[config.mk]
export PLATFORM = sky130hd
export DESIGN_NAME = doubly_linked_list_engine
export DESIGN_NICKNAME = d
export VERILOG_FILES = /design/src/rtl/core/dll_pkg.sv /design/src/rtl/core/dll_store.sv /design/src/rtl/core/dll_seq.sv /design/src/rtl/core/doubly_linked_list_engine.sv
export SDC_FILE = /design/constraint.sdc
export NUM_CORES = 2
export LEC_CHECK = 0
export ABC_CLOCK_PERIOD_IN_PS = 4200
export BUFFER_PORTS_ARGS = -buffer_cell sky130_fd_sc_hd__buf_2
export CAP_MARGIN = 20
export CORE_MARGIN = 3
export CORE_UTILIZATION = 53
export DETAILED_ROUTE_END_ITERATION = 10
export PLACE_DENSITY = 0.73
export SLEW_MARGIN = 20
export SYNTH_ARGS = -nofsm -noshare
export SYNTH_HDL_FRONTEND = slang
export SYNTH_SLANG_ARGS = --single-unit
[constraint.sdc]
create_clock -name clk -period 4.2 [get_ports clk]
set_input_delay 0.84 -clock clk [delete_from_list [all_inputs] [get_ports clk]]
set_output_delay 0.84 -clock clk [all_outputs]
set_load 0.03 [all_outputs]
[src/rtl/core/dll_pkg.sv]
`default_nettype none
package dll_pkg;

	localparam int NODES     = 32;
	localparam int DATA_BITS = 32;
	localparam int IDX_W     = $clog2(NODES);

	typedef logic [IDX_W-1:0]     idx_t;
	typedef logic [DATA_BITS-1:0] data_t;

	localparam logic [2:0] REQ_PUSH_FRONT = 3'd0;
	localparam logic [2:0] REQ_PUSH_BACK  = 3'd1;
	localparam logic [2:0] REQ_POP_FRONT  = 3'd2;
	localparam logic [2:0] REQ_POP_BACK   = 3'd3;
	localparam logic [2:0] REQ_INSERT     = 3'd4;
	localparam logic [2:0] REQ_ERASE      = 3'd5;

	localparam logic [1:0] ST_OK    = 2'd0;
	localparam logic [1:0] ST_EMPTY = 2'd1;
	localparam logic [1:0] ST_FULL  = 2'd2;
	localparam logic [1:0] ST_BAD   = 2'd3;

	typedef struct packed {
		logic [2:0]         req_type;
		logic signed [31:0] value_in;
		logic [4:0]         node_handle;
	} req_t;

	typedef struct packed {
		logic [1:0]         status;
		logic signed [31:0] value_out;
		logic [4:0]         result_handle;
		logic [4:0]         element_count;
	} rsp_t;

	// Store port: one node read address shared by the link and value memories,
	// one free-stack read address, one write port per memory.
	typedef struct packed {
		idx_t  node_raddr;
		idx_t  fs_raddr;
		logic  nx_we;
		idx_t  nx_waddr;
		idx_t  nx_wdata;
		logic  pv_we;
		idx_t  pv_waddr;
		idx_t  pv_wdata;
		logic  val_we;
		idx_t  val_waddr;
		data_t val_wdata;
		logic  fs_we;
		idx_t  fs_waddr;
		idx_t  fs_wdata;
	} mem_cmd_t;

	typedef struct packed {
		idx_t  nx;
		idx_t  pv;
		data_t val;
		idx_t  fs;
	} mem_rd_t;

endpackage
`default_nettype wire

[src/rtl/core/dll_store.sv]
`default_nettype none
module dll_store (
	input  wire logic              clk,
	input  wire logic              arst_n,
	input  wire dll_pkg::mem_cmd_t cmd,
	output dll_pkg::mem_rd_t       rd
);
	import dll_pkg::*;

	idx_t  nx_mem  [NODES];
	idx_t  pv_mem  [NODES];
	data_t val_mem [NODES];
	idx_t  fs_mem  [NODES];

	logic [NODES-1:0] fs_vld_q;

	idx_t  nx_rd_q;
	idx_t  pv_rd_q;
	data_t val_rd_q;
	idx_t  fs_rd_q;
	idx_t  fs_addr_q;
	logic  fs_hit_q;

	always_ff @(posedge clk) begin
		if (cmd.nx_we) begin
			nx_mem[cmd.nx_waddr] <= cmd.nx_wdata;
		end
		if (cmd.pv_we) begin
			pv_mem[cmd.pv_waddr] <= cmd.pv_wdata;
		end
		if (cmd.val_we) begin
			val_mem[cmd.val_waddr] <= cmd.val_wdata;
		end
		if (cmd.fs_we) begin
			fs_mem[cmd.fs_waddr] <= cmd.fs_wdata;
		end
		nx_rd_q   <= nx_mem[cmd.node_raddr];
		pv_rd_q   <= pv_mem[cmd.node_raddr];
		val_rd_q  <= val_mem[cmd.node_raddr];
		fs_rd_q   <= fs_mem[cmd.fs_raddr];
		fs_addr_q <= cmd.fs_raddr;
		fs_hit_q  <= fs_vld_q[cmd.fs_raddr];
	end

	// free-stack entries never written since reset hold their index plus one
	always_ff @(posedge clk or negedge arst_n) begin
		if (!arst_n) begin
			fs_vld_q <= '0;
		end else if (cmd.fs_we) begin
			fs_vld_q[cmd.fs_waddr] <= 1'b1;
		end
	end

	assign rd.nx  = nx_rd_q;
	assign rd.pv  = pv_rd_q;
	assign rd.val = val_rd_q;
	assign rd.fs  = fs_hit_q ? fs_rd_q : fs_addr_q + 1'b1;

endmodule
`default_nettype wire

[src/rtl/core/dll_seq.sv]
`default_nettype none
module dll_seq (
	input  wire logic              clk,
	input  wire logic              arst_n,
	input  wire logic              req_valid,
	output logic                   req_ready,
	input  wire dll_pkg::req_t     req,
	input  wire logic              out_space,
	output logic                   rsp_valid,
	output dll_pkg::rsp_t          rsp,
	output dll_pkg::mem_cmd_t      cmd,
	input  wire dll_pkg::mem_rd_t  rd
);
	import dll_pkg::*;

	typedef enum logic [1:0] {S_IDLE, S_EXEC, S_LINK2} state_t;

	state_t           state_q;
	idx_t             head_q;
	idx_t             tail_q;
	idx_t             fc_q;
	logic [NODES-1:0] in_use_q;

	logic [1:0] status_s1;
	logic       do_ins_s1;
	logic       do_rem_s1;
	idx_t       node_s1;
	data_t      val_s1;
	idx_t       n_s2;

	idx_t       h_idx;
	logic       h_ok;
	logic       full;
	logic       empty;
	logic [1:0] st;
	logic       do_ins;
	logic       do_rem;
	idx_t       tgt;
	idx_t       pv_eff;
	idx_t       nx_eff;
	idx_t       fc_nxt;
	logic       exec_go;
	logic       link_go;

	assign req_ready = (state_q == S_IDLE);

	// request decode, against the state as it stands at accept
	always_comb begin
		h_idx  = IDX_W'(req.node_handle);
		h_ok   = (32'(req.node_handle) < 32'(NODES)) &&
		         ((req.node_handle == '0) || in_use_q[h_idx]);
		full   = (fc_q == '0);
		empty  = (fc_q == IDX_W'(NODES - 1));
		st     = ST_OK;
		do_ins = 1'b0;
		do_rem = 1'b0;
		tgt    = '0;
		unique case (req.req_type)
			REQ_PUSH_FRONT: begin
				tgt = head_q;
				if (full) st = ST_FULL;
				else do_ins = 1'b1;
			end
			REQ_PUSH_BACK: begin
				if (full) st = ST_FULL;
				else do_ins = 1'b1;
			end
			REQ_POP_FRONT: begin
				tgt = head_q;
				if (empty) st = ST_EMPTY;
				else do_rem = 1'b1;
			end
			REQ_POP_BACK: begin
				tgt = tail_q;
				if (empty) st = ST_EMPTY;
				else do_rem = 1'b1;
			end
			REQ_INSERT: begin
				tgt = h_idx;
				if (!h_ok) st = ST_BAD;
				else if (full) st = ST_FULL;
				else do_ins = 1'b1;
			end
			REQ_ERASE: begin
				tgt = h_idx;
				if (empty) st = ST_EMPTY;
				else if (!h_ok || req.node_handle == '0) st = ST_BAD;
				else do_rem = 1'b1;
			end
			default: begin
			end
		endcase
	end

	// sentinel links live in head_q/tail_q; data read from memory entry 0 is never used
	assign pv_eff  = (node_s1 == '0) ? tail_q : rd.pv;
	assign nx_eff  = (node_s1 == '0) ? head_q : rd.nx;
	assign exec_go = (state_q == S_EXEC) && (do_ins_s1 || out_space);
	assign link_go = (state_q == S_LINK2) && out_space;

	always_comb begin
		cmd            = '0;
		cmd.node_raddr = (state_q == S_IDLE) ? tgt : node_s1;
		cmd.fs_raddr   = fc_q - 1'b1;
		if (exec_go && do_ins_s1) begin
			cmd.nx_we     = 1'b1;
			cmd.nx_waddr  = pv_eff;
			cmd.nx_wdata  = rd.fs;
			cmd.pv_we     = 1'b1;
			cmd.pv_waddr  = rd.fs;
			cmd.pv_wdata  = pv_eff;
			cmd.val_we    = 1'b1;
			cmd.val_waddr = rd.fs;
			cmd.val_wdata = val_s1;
		end else if (exec_go && do_rem_s1) begin
			cmd.nx_we    = 1'b1;
			cmd.nx_waddr = pv_eff;
			cmd.nx_wdata = nx_eff;
			cmd.pv_we    = 1'b1;
			cmd.pv_waddr = nx_eff;
			cmd.pv_wdata = pv_eff;
			cmd.fs_we    = 1'b1;
			cmd.fs_waddr = fc_q;
			cmd.fs_wdata = node_s1;
		end else if (link_go) begin
			cmd.nx_we    = 1'b1;
			cmd.nx_waddr = n_s2;
			cmd.nx_wdata = node_s1;
			cmd.pv_we    = 1'b1;
			cmd.pv_waddr = node_s1;
			cmd.pv_wdata = n_s2;
		end
	end

	always_comb begin
		rsp_valid = (exec_go && !do_ins_s1) || link_go;
		fc_nxt    = fc_q;
		rsp       = '0;
		if (state_q == S_LINK2) begin
			rsp.status        = ST_OK;
			rsp.result_handle = 5'(n_s2);
		end else begin
			rsp.status = status_s1;
			if (do_rem_s1) begin
				fc_nxt            = fc_q + 1'b1;
				rsp.value_out     = 32'($signed(rd.val));
				rsp.result_handle = 5'(node_s1);
			end
		end
		rsp.element_count = 5'(IDX_W'(NODES - 1) - fc_nxt);
	end

	always_ff @(posedge clk or negedge arst_n) begin
		if (!arst_n) begin
			state_q  <= S_IDLE;
			head_q   <= '0;
			tail_q   <= '0;
			fc_q     <= IDX_W'(NODES - 1);
			in_use_q <= '0;
		end else begin
			unique case (state_q)
				S_IDLE: begin
					if (req_valid) state_q <= S_EXEC;
				end
				S_EXEC: begin
					if (exec_go) begin
						if (do_ins_s1) begin
							state_q         <= S_LINK2;
							fc_q            <= fc_q - 1'b1;
							in_use_q[rd.fs] <= 1'b1;
							if (pv_eff == '0) head_q <= rd.fs;
						end else begin
							state_q <= S_IDLE;
							if (do_rem_s1) begin
								fc_q              <= fc_q + 1'b1;
								in_use_q[node_s1] <= 1'b0;
								if (pv_eff == '0) head_q <= nx_eff;
								if (nx_eff == '0) tail_q <= pv_eff;
							end
						end
					end
				end
				S_LINK2: begin
					if (link_go) begin
						state_q <= S_IDLE;
						if (node_s1 == '0) tail_q <= n_s2;
					end
				end
				default: state_q <= S_IDLE;
			endcase
		end
	end

	always_ff @(posedge clk) begin
		if (req_valid && req_ready) begin
			status_s1 <= st;
			do_ins_s1 <= do_ins;
			do_rem_s1 <= do_rem;
			node_s1   <= tgt;
			val_s1    <= DATA_BITS'($unsigned(req.value_in));
		end
		if (state_q == S_EXEC && do_ins_s1) begin
			n_s2 <= rd.fs;
		end
	end

	a_head_empty: assert property (@(posedge clk) disable iff (!arst_n)
		(head_q == '0) == (fc_q == IDX_W'(NODES - 1)))
		else $error("head link disagrees with free count");

	a_tail_empty: assert property (@(posedge clk) disable iff (!arst_n)
		(state_q != S_LINK2) |-> ((tail_q == '0) == (head_q == '0)))
		else $error("head and tail links disagree on empty list");

	a_in_use_count: assert property (@(posedge clk) disable iff (!arst_n)
		$countones(in_use_q) == (NODES - 1 - int'(fc_q)))
		else $error("in-use flags disagree with free count");

	a_sentinel_free: assert property (@(posedge clk) disable iff (!arst_n)
		!in_use_q[0])
		else $error("sentinel marked as allocated");

endmodule
`default_nettype wire

[src/rtl/core/doubly_linked_list_engine.sv]
`default_nettype none
// Circular doubly linked list with a sentinel (node 0) over a pool of
// dll_pkg::NODES nodes; free nodes sit on a stack and an erased or popped node
// goes back on top of it. Links, values and the free stack live in synchronous
// memories with one read and one write port each, the sentinel links in
// registers. A pop, an erase, a failed request or an unknown request type goes
// through S_EXEC; a successful push or insert also goes through S_LINK2,
// because it rewrites two entries of each link memory and each has one write
// port. One request is worked on at a time; the result register lets the next
// request be accepted while a result still waits on out_ready. No clearing pass after reset.
module doubly_linked_list_engine (
	input  wire logic           clk,
	input  wire logic           arst_n,
	input  wire logic           in_valid,
	output logic                in_ready,
	input  wire dll_pkg::req_t  in_data,
	output logic                out_valid,
	input  wire logic           out_ready,
	output dll_pkg::rsp_t       out_data
);
	import dll_pkg::*;

	mem_cmd_t cmd;
	mem_rd_t  rd;
	logic     rsp_valid;
	rsp_t     rsp;
	logic     out_space;
	logic     out_valid_q;
	rsp_t     out_data_q;

	assign out_space = !out_valid_q || out_ready;

	dll_seq u_seq (
		.clk       (clk),
		.arst_n    (arst_n),
		.req_valid (in_valid),
		.req_ready (in_ready),
		.req       (in_data),
		.out_space (out_space),
		.rsp_valid (rsp_valid),
		.rsp       (rsp),
		.cmd       (cmd),
		.rd        (rd)
	);

	dll_store u_store (
		.clk    (clk),
		.arst_n (arst_n),
		.cmd    (cmd),
		.rd     (rd)
	);

	always_ff @(posedge clk or negedge arst_n) begin
		if (!arst_n) begin
			out_valid_q <= 1'b0;
		end else if (rsp_valid) begin
			out_valid_q <= 1'b1;
		end else if (out_ready) begin
			out_valid_q <= 1'b0;
		end
	end

	always_ff @(posedge clk) begin
		if (rsp_valid) begin
			out_data_q <= rsp;
		end
	end

	assign out_valid = out_valid_q;
	assign out_data  = out_data_q;

endmodule
`default_nettype wire
# ---- Word-level counts from Yosys, hierarchy flattened
# Memory sizes are Yosys's and may differ from the RTL's. A register that Yosys moved wholly into a read port is not among the register bits.
# Cells that the tools add are included.
dict set report op_classes {
  reduce_logical 38
  eq_ne 17
  order_cmp 8
  bitwise 5
  mux 67
  addsub 4
}
# op n
set op_table {}
lappend op_table {{5-bit two-way mux} 19}
lappend op_table {{22-bit two-way mux} 3}
lappend op_table {{32-bit two-way mux} 2}
lappend op_table {{32-bit OR} 2}
lappend op_table {{38-bit two-way mux} 1}
lappend op_table {{32-bit AND} 1}
lappend op_table {{32-bit inverter} 1}
lappend op_table {{5-bit by 6-bit < comparator with 1-bit output, second input constant} 5}
lappend op_table {{5-bit logical NOT} 5}
lappend op_table {{11-bit two-way mux} 2}
lappend op_table {{1-bit two-way mux} 21}
lappend op_table {{2-bit two-way mux} 8}
lappend op_table {{1-bit demux with 5-bit select} 3}
lappend op_table {{5-bit by 1-bit >= comparator with 1-bit output, second input constant} 3}
lappend op_table {{5-bit case mux with 3 select lines} 1}
lappend op_table {{5-bit by 1-bit adder with 5-bit output, second input constant} 2}
lappend op_table {{1-bit binary-select mux with 5-bit select} 2}
lappend op_table {{1-bit logical AND} 10}
lappend op_table {{2-bit inequality test, second input constant} 5}
lappend op_table {{5-bit case mux with 2 select lines} 1}
lappend op_table {{2-bit OR reduction} 5}
lappend op_table {{2-bit by 1-bit inequality test with 1-bit output, second input constant} 4}
lappend op_table {{2-bit case mux with 4 select lines} 1}
lappend op_table {{7-bit AND reduction} 1}
lappend op_table {{19 further kinds} 31}
dict set report word_totals {
  word_cells 162
  inputBits 44
  mem_bits_rw 1504
  out_inout_bits 46
  mem_count 4
  register_bits 178
}
# name words width read_ports rd_ports_with_merged_regs write_ports line_no
set mem_list {}
lappend mem_list {u_store.val_mem 32 32 1 1 1 dll_store.sv:12} ;# data_t val_mem [NODES];
lappend mem_list {u_store.fs_mem 32 5 1 1 1 dll_store.sv:13} ;# idx_t fs_mem [NODES];
lappend mem_list {u_store.nx_mem 32 5 1 1 1 dll_store.sv:10} ;# idx_t nx_mem [NODES];
lappend mem_list {u_store.pv_mem 32 5 1 1 1 dll_store.sv:11} ;# idx_t pv_mem [NODES];

# ---- Logic depth before layout (Yosys ltp)
dict set report depth {
  ltp_word 12
  mapped_depth 12
  mapped_depth_nobuf 10
}

# ---- Hierarchy
# Synthesis repeated with hierarchy kept, for this count alone.
dict set report unflattened {
  hier_cells 4038
  hier_area_um2 67911.4
}
# module seq_area_each_um2 area_per_inst_um2 n_inst cells_per_inst
set modules_own_cells {}
lappend modules_own_cells {dll_store 47025.1 61042.3 1 3420}
lappend modules_own_cells {dll_seq 2613.8 5500.3 1 571}
lappend modules_own_cells {doubly_linked_list_engine 1346.3 1368.8 1 47}

# ---- Worst setup path before layout
# OpenSTA, ideal clock, no wires.
dict set report synth_timing {
  path_type {input -> register}
  startpoint {input port out_ready}
  endpoint {memory u_store.pv_mem[27][0] (netlist bit) (enable)}
  arrival_time_ns 3.553
  required_ns 3.826
  path_slack_ns 0.273
  path_stages 6
  path_buffers 1
  setup_time_ns 0.374
  path_cell_list {or3b_1 -> and2_1 -> buf_2 -> o221ai_1 -> nand2_1 -> nor3_1}
}
# item line_no
set synth_lines {}
lappend synth_lines {{from (decl)} doubly_linked_list_engine.sv:18} ;# input wire logic out_ready,
lappend synth_lines {{to (decl)} dll_store.sv:11}

# ---- Worst setup path after layout
dict set report layout_timing {
  startpoint {register u_seq.state_q[1]}
  endpoint {memory u_store.nx_mem[9][3] (netlist bit) (enable)}
}
dict set report layout_between {
  elab_chain_cells 7
  elab_cells_between_ends 11
  classes_between {2 x eq/ne; 5 x mux; 4 x reduce/logical}
}
# item line_no
set layout_lines {}
lappend layout_lines {{from (decl)} dll_seq.sv:18} ;# state_t state_q;
lappend layout_lines {{from (signal assigned)} dll_seq.sv:155} ;# state_q <= S_IDLE;
lappend layout_lines {{from (signal assigned)} dll_seq.sv:163} ;# if (req_valid) state_q <= S_EXEC;
lappend layout_lines {{from (signal assigned)} dll_seq.sv:168} ;# state_q <= S_LINK2;
lappend layout_lines {{2-bit == test / 2-bit by 1-bit == test with 1-bit output (equally long branches)} {dll_seq.sv:99, dll_seq.sv:98}}
lappend layout_lines {{1-bit logical AND (on tied branches)} {dll_seq.sv:99, dll_seq.sv:98}}
lappend layout_lines {{22-bit two-way mux / 1-bit logical AND (equally long branches)} {dll_seq.sv:125, dll_seq.sv:115}}
lappend layout_lines {{22-bit two-way mux} dll_seq.sv:115} ;# end else if (exec_go && do_rem_s1) begin
lappend layout_lines {{22-bit two-way mux (*)} dll_seq.sv:105} ;# if (exec_go && do_ins_s1) begin
lappend layout_lines {{1-bit two-way mux} dll_store.sv:25} ;# if (cmd.nx_we) begin
lappend layout_lines {{1-bit two-way mux (implied by the code)} dll_store.sv:26} ;# nx_mem[cmd.nx_waddr] <= cmd.nx_wdata;
lappend layout_lines {{to (decl)} dll_store.sv:10}
# Mark *: on every way between the ends. The rest lies on a longest branch, timed or not.

==> results.txt <==
After detailed routing, the wire length on met1 is 68.2 mm. The cell area that synthesis handed to floorplanning was 69100 um^2. The number of gates resized after CTS was 0; the count of port buffers added during placement was 89. The tools report the starting density of the core as 53.8%. For the final database, setup skew stands at 0.0329 ns. Detailed routing placed a total of 13.9 mm of wire on met3. Setup repair after global routing left no endpoint under its margin. Headroom to the max-slew limit came out at 22.5%. The starting DRC count in detailed routing was 4222. The number of sinks handled by clock tree synthesis came out at 1729.

In this run the worst hold path is classified as in -> async. Power spread over the standard cell area amounts to 741 nW/um^2. The critical path goes through inv_1, ha_2, nand2_1, inv_2, a21o_1, a21oi_1, a31oi_2, or3b_2, nor2_1. The number of global-route vias before repair was 36400.

After synthesis, the most frequently instantiated cells are 1594 x edfxtp_1, 896 x mux2i_1, 160 x o22ai_1. The leakage power total came out at 27.9 nW. The run gives 0 as the number of slew-limit violations in the final report. By instance count, the leading cell after synthesis is edfxtp_1. Among cell families on the critical path, the largest total delay comes from simple AND/OR/NAND/NOR gates. Dividing the synthesized area by the synthesized cell count gives 17.3 um^2.

Measured against the total synthesized area, the mux share comes to 15.3%. Data on the critical path arrives at its endpoint at 4.12 ns. The via density per instance was 6.18.

After synthesis, the share of flip-flops with an asynchronous set or reset is 4.74%. The flow ran to the end, and the final reports show no timing, DRC or antenna violations. Ranked by total cell area, the synthesized netlist is headed by edfxtp_1 69%, mux2i_1 13%, dfrtp_1 2.8%.

After detailed routing, the met2 layer carries 78.3 mm of wire. Accumulated negative setup slack: 0 ns. After layout, the worst path uses 88.4% of the clock period. Counting the fill cells in the layout gives 9119. The layout overhead on the synthesized area was 12.9%; the insertion delay of the later-clocked pin in the worst-skew pair was 0.79 ns. The multi-input combinational cells in the finished layout cover a total of 17100 um^2. The floorplan step set the die height to 367 um. The hold buffer count at CTS was 0. The post-synthesis cell count is 3990.

The die covers 135000 um^2. Counting I/O delays and the setup requirement, the final critical path takes 3.71 ns. The floorplan has 131 rows.

By area, the combinational part of the netlist is dominated by multiplexers. Max-cap violations in this run came to 0. The tools report the number of optimization iterations in the first detailed-route pass as 7. The ratio of cells with drive above 1 in the final layout was 16.4%; the number of enable-type register cells in the synthesized netlist was 1594. TritonCTS built the clock tree. STA classifies the critical path startpoint as a register.

The slew of the pin with the lowest slew margin is 1.16 ns, and the all-layer global routing usage is 24.2%. The uppermost layer routed was met5. The number of CTS-inserted buffers was 167. The combined buffer and inverter count along the critical path was 2; the final number of hold-violating endpoints was 0. Across the VDD grid, the largest voltage drop is 0.505 mV. The logs give 0 for the number of warnings printed during yosys synthesis and 4.61 ns for the required time of the worst setup path.

For the maximum clock path buffer count, the log shows 3. For this run the aggregate overflow at the end of global routing stands at 0. The tools report the final estimated routing congestion in global placement as 0.880. The first-pass GRT wire length was 242 mm; the sequential cell area was 51000 um^2.

Summing the areas of all fa, ha and maj instances in the mapped netlist gives 0.145% of the synthesized area. The logs give 9 for the number of antenna violations at the first check in global routing and 0 for the DRC violation count after routing. The H-tree was split into 4 levels. Clock-pin slew was measured on the worst setup and hold paths at 0.06 ns. The timing-limited maximum frequency was 269 MHz; the die boundary width was 367 um. Setup violations remaining at the end of the flow were counted as 0.

The count of antenna-violating nets left after detailed routing came out at 0. The library cell occupying the most area in the post-synthesis netlist is edfxtp_1. The synthesized netlist devotes 4.04% of its cell area to compound gates.

The worst setup path is captured at a register. The number of distinct standard cells referenced by the synthesized netlist came out at 80. Summed over all nets, the half-perimeter wirelength after detailed placement is 95.4 mm. In the final routed layout, each cell accounts on average for 27.3 um. Type of the worst setup path: reg -> reg. On the critical path, the stage with the largest delay is an instance of or3b_2. Synthesis inferred 1729 register bits. Entering global routing, the biggest net connects 71 pins. The proportion of netlist area held by the largest area contributor was 69.3%. The number of nets handed over by synthesis was 4042. Buffers added to address setup during post-CTS repair amount to 0. The routed design has 165 mm of wire. The simple-gate share of the synthesized area was 4.69%; the vias after detailed routing was 37400. Of all nets on the critical path, the largest fanout is 14.

The post-synthesis xor/xnor area fraction works out to 0.139%. The tree is rooted in a clkbuf_16. In the final design database the tool counted 4237 nets. Summing the sequential cell areas from Yosys gives 73.8% of the chip area.

The core region is 129000 um^2. The predominant post-synthesis flop cell is edfxtp_1. The largest stage delay on the critical path came out at 0.57 ns. The I/O pin count was 90. The run gives 60.7% as the post-layout utilization of the core.
==> cells by family (layout without fill, tap and decap cells) <==
logic type	after synthesis	count (layout)
simple gates	595	595
fa+ha+maj	8	8
other cells	0	3
buf+inv	247	576
mux	966	966
xor+xnor	11	11
flops	1729	1729
compound gates	434	434
==> area by class of cell <==
type                            count  area share [%]
Antenna cell                        3         0.00962
Multi-Input combinational cell   2014            22.0
Clock buffer                      246            6.25
Inverter                           24           0.115
Clock inverter                     57           0.731
Timing Repair Buffer              249            2.78
Sequential cell                  1729            65.4
Tap cell                         1729            2.77
==> worst register-to-register path, cell delays in order (launching register included) <==
cell and delay (ns):
dfrtp_1 0.38, inv_1 0.11, ha_2 0.31, nand2_1 0.19, inv_2 0.25, a21o_1 0.47
a21oi_1 0.11, a31oi_2 0.50, or3b_2 0.58, nor2_1 0.43
==> where the power goes <==
part           switching (mW)  internal [mW]
registers               0.796           21.7
clock network            6.16           8.69
logic                    12.6           7.87
total                    19.6           38.2
==> metrics by stage <==
stage	hold WS, ns	instances	cell area [um^2]	setup WS (ns)	power (mW)
after floorplan	0.434	3990	69100	0.273	36.7
after global placement	0.444	5744	72500	0.577	42.7
after detailed placement	0.448	5744	72500	0.562	43.1
after CTS	0.194	6047	78000	0.560	57.9
after global routing	0.205	6050	78000	0.349	60.0
final	0.217	6051	78000	0.488	57.8
==> registers in the layout (all words and copies together), names as in the netlist, 32 cells and up <==
name / flops
out_data: 44
u_seq.val_s1: 32
u_store.val_rd_q: 32
u_store.pv_mem: 160
u_seq.in_use_q: 32
u_store.nx_mem: 160
u_store.val_mem: 1024
u_store.fs_vld_q: 32
u_store.fs_mem: 160
==> per-layer routing <==
layer	global-route usage (%)	vias to the layer above
li1	-	16100
met1	34.2	19200
met2	38.6	1766
met3	4.51	318
met4	7.53	2
met5	0	-
==> cells in the final DEF (no fill, tap or decap), drive strengths merged, types with 7 or more instances in the layout <==
| cell type | count |
|---|---|
| o21ai | 80 |
| nor4 | 42 |
| and3 | 37 |
| inv | 24 |
| nor3 | 12 |
| xor2 | 7 |
| edfxtp | 1594 |
| a31oi | 7 |
| a21oi | 75 |
| dfxtp | 53 |
| dfrtp | 77 |
| nand2 | 143 |
| clkinv | 42 |
| bufinv | 11 |
| nor2 | 149 |
| nand2b | 14 |
| mux2i | 896 |
| or3 | 7 |
| nand3 | 45 |
| or2 | 37 |
| nand4 | 12 |
| nand3b | 10 |
| mux4 | 70 |
| ha | 8 |
| clkbuf | 246 |
| a22oi | 39 |
| o22ai | 160 |
| a22o | 21 |
| nand4b | 9 |
| buf | 249 |
| or3b | 11 |
| and2 | 42 |
| a221oi | 9 |
==> worst paths after layout <==
check / startpoint / to / slack, ns / cells after the start
max: u_seq.state_q[1] / u_store.nx_mem[9][3] / 0.49 / 9
min: arst_n / u_store.fs_vld_q[18] / 0.22 / 1
max reg2reg: u_seq.state_q[1] / u_store.nx_mem[9][3] / 0.49 / 9
min reg2reg: u_store.fs_vld_q[9] / u_store.fs_vld_q[9] / 0.46 / 1
max in group asynchronous: arst_n / u_store.fs_vld_q[25] / 3.17 / 2
min in group clk: in_data[13] / u_seq.val_s1[8] / 0.24 / 1
Note: power is estimated with default switching activity, not from simulation.
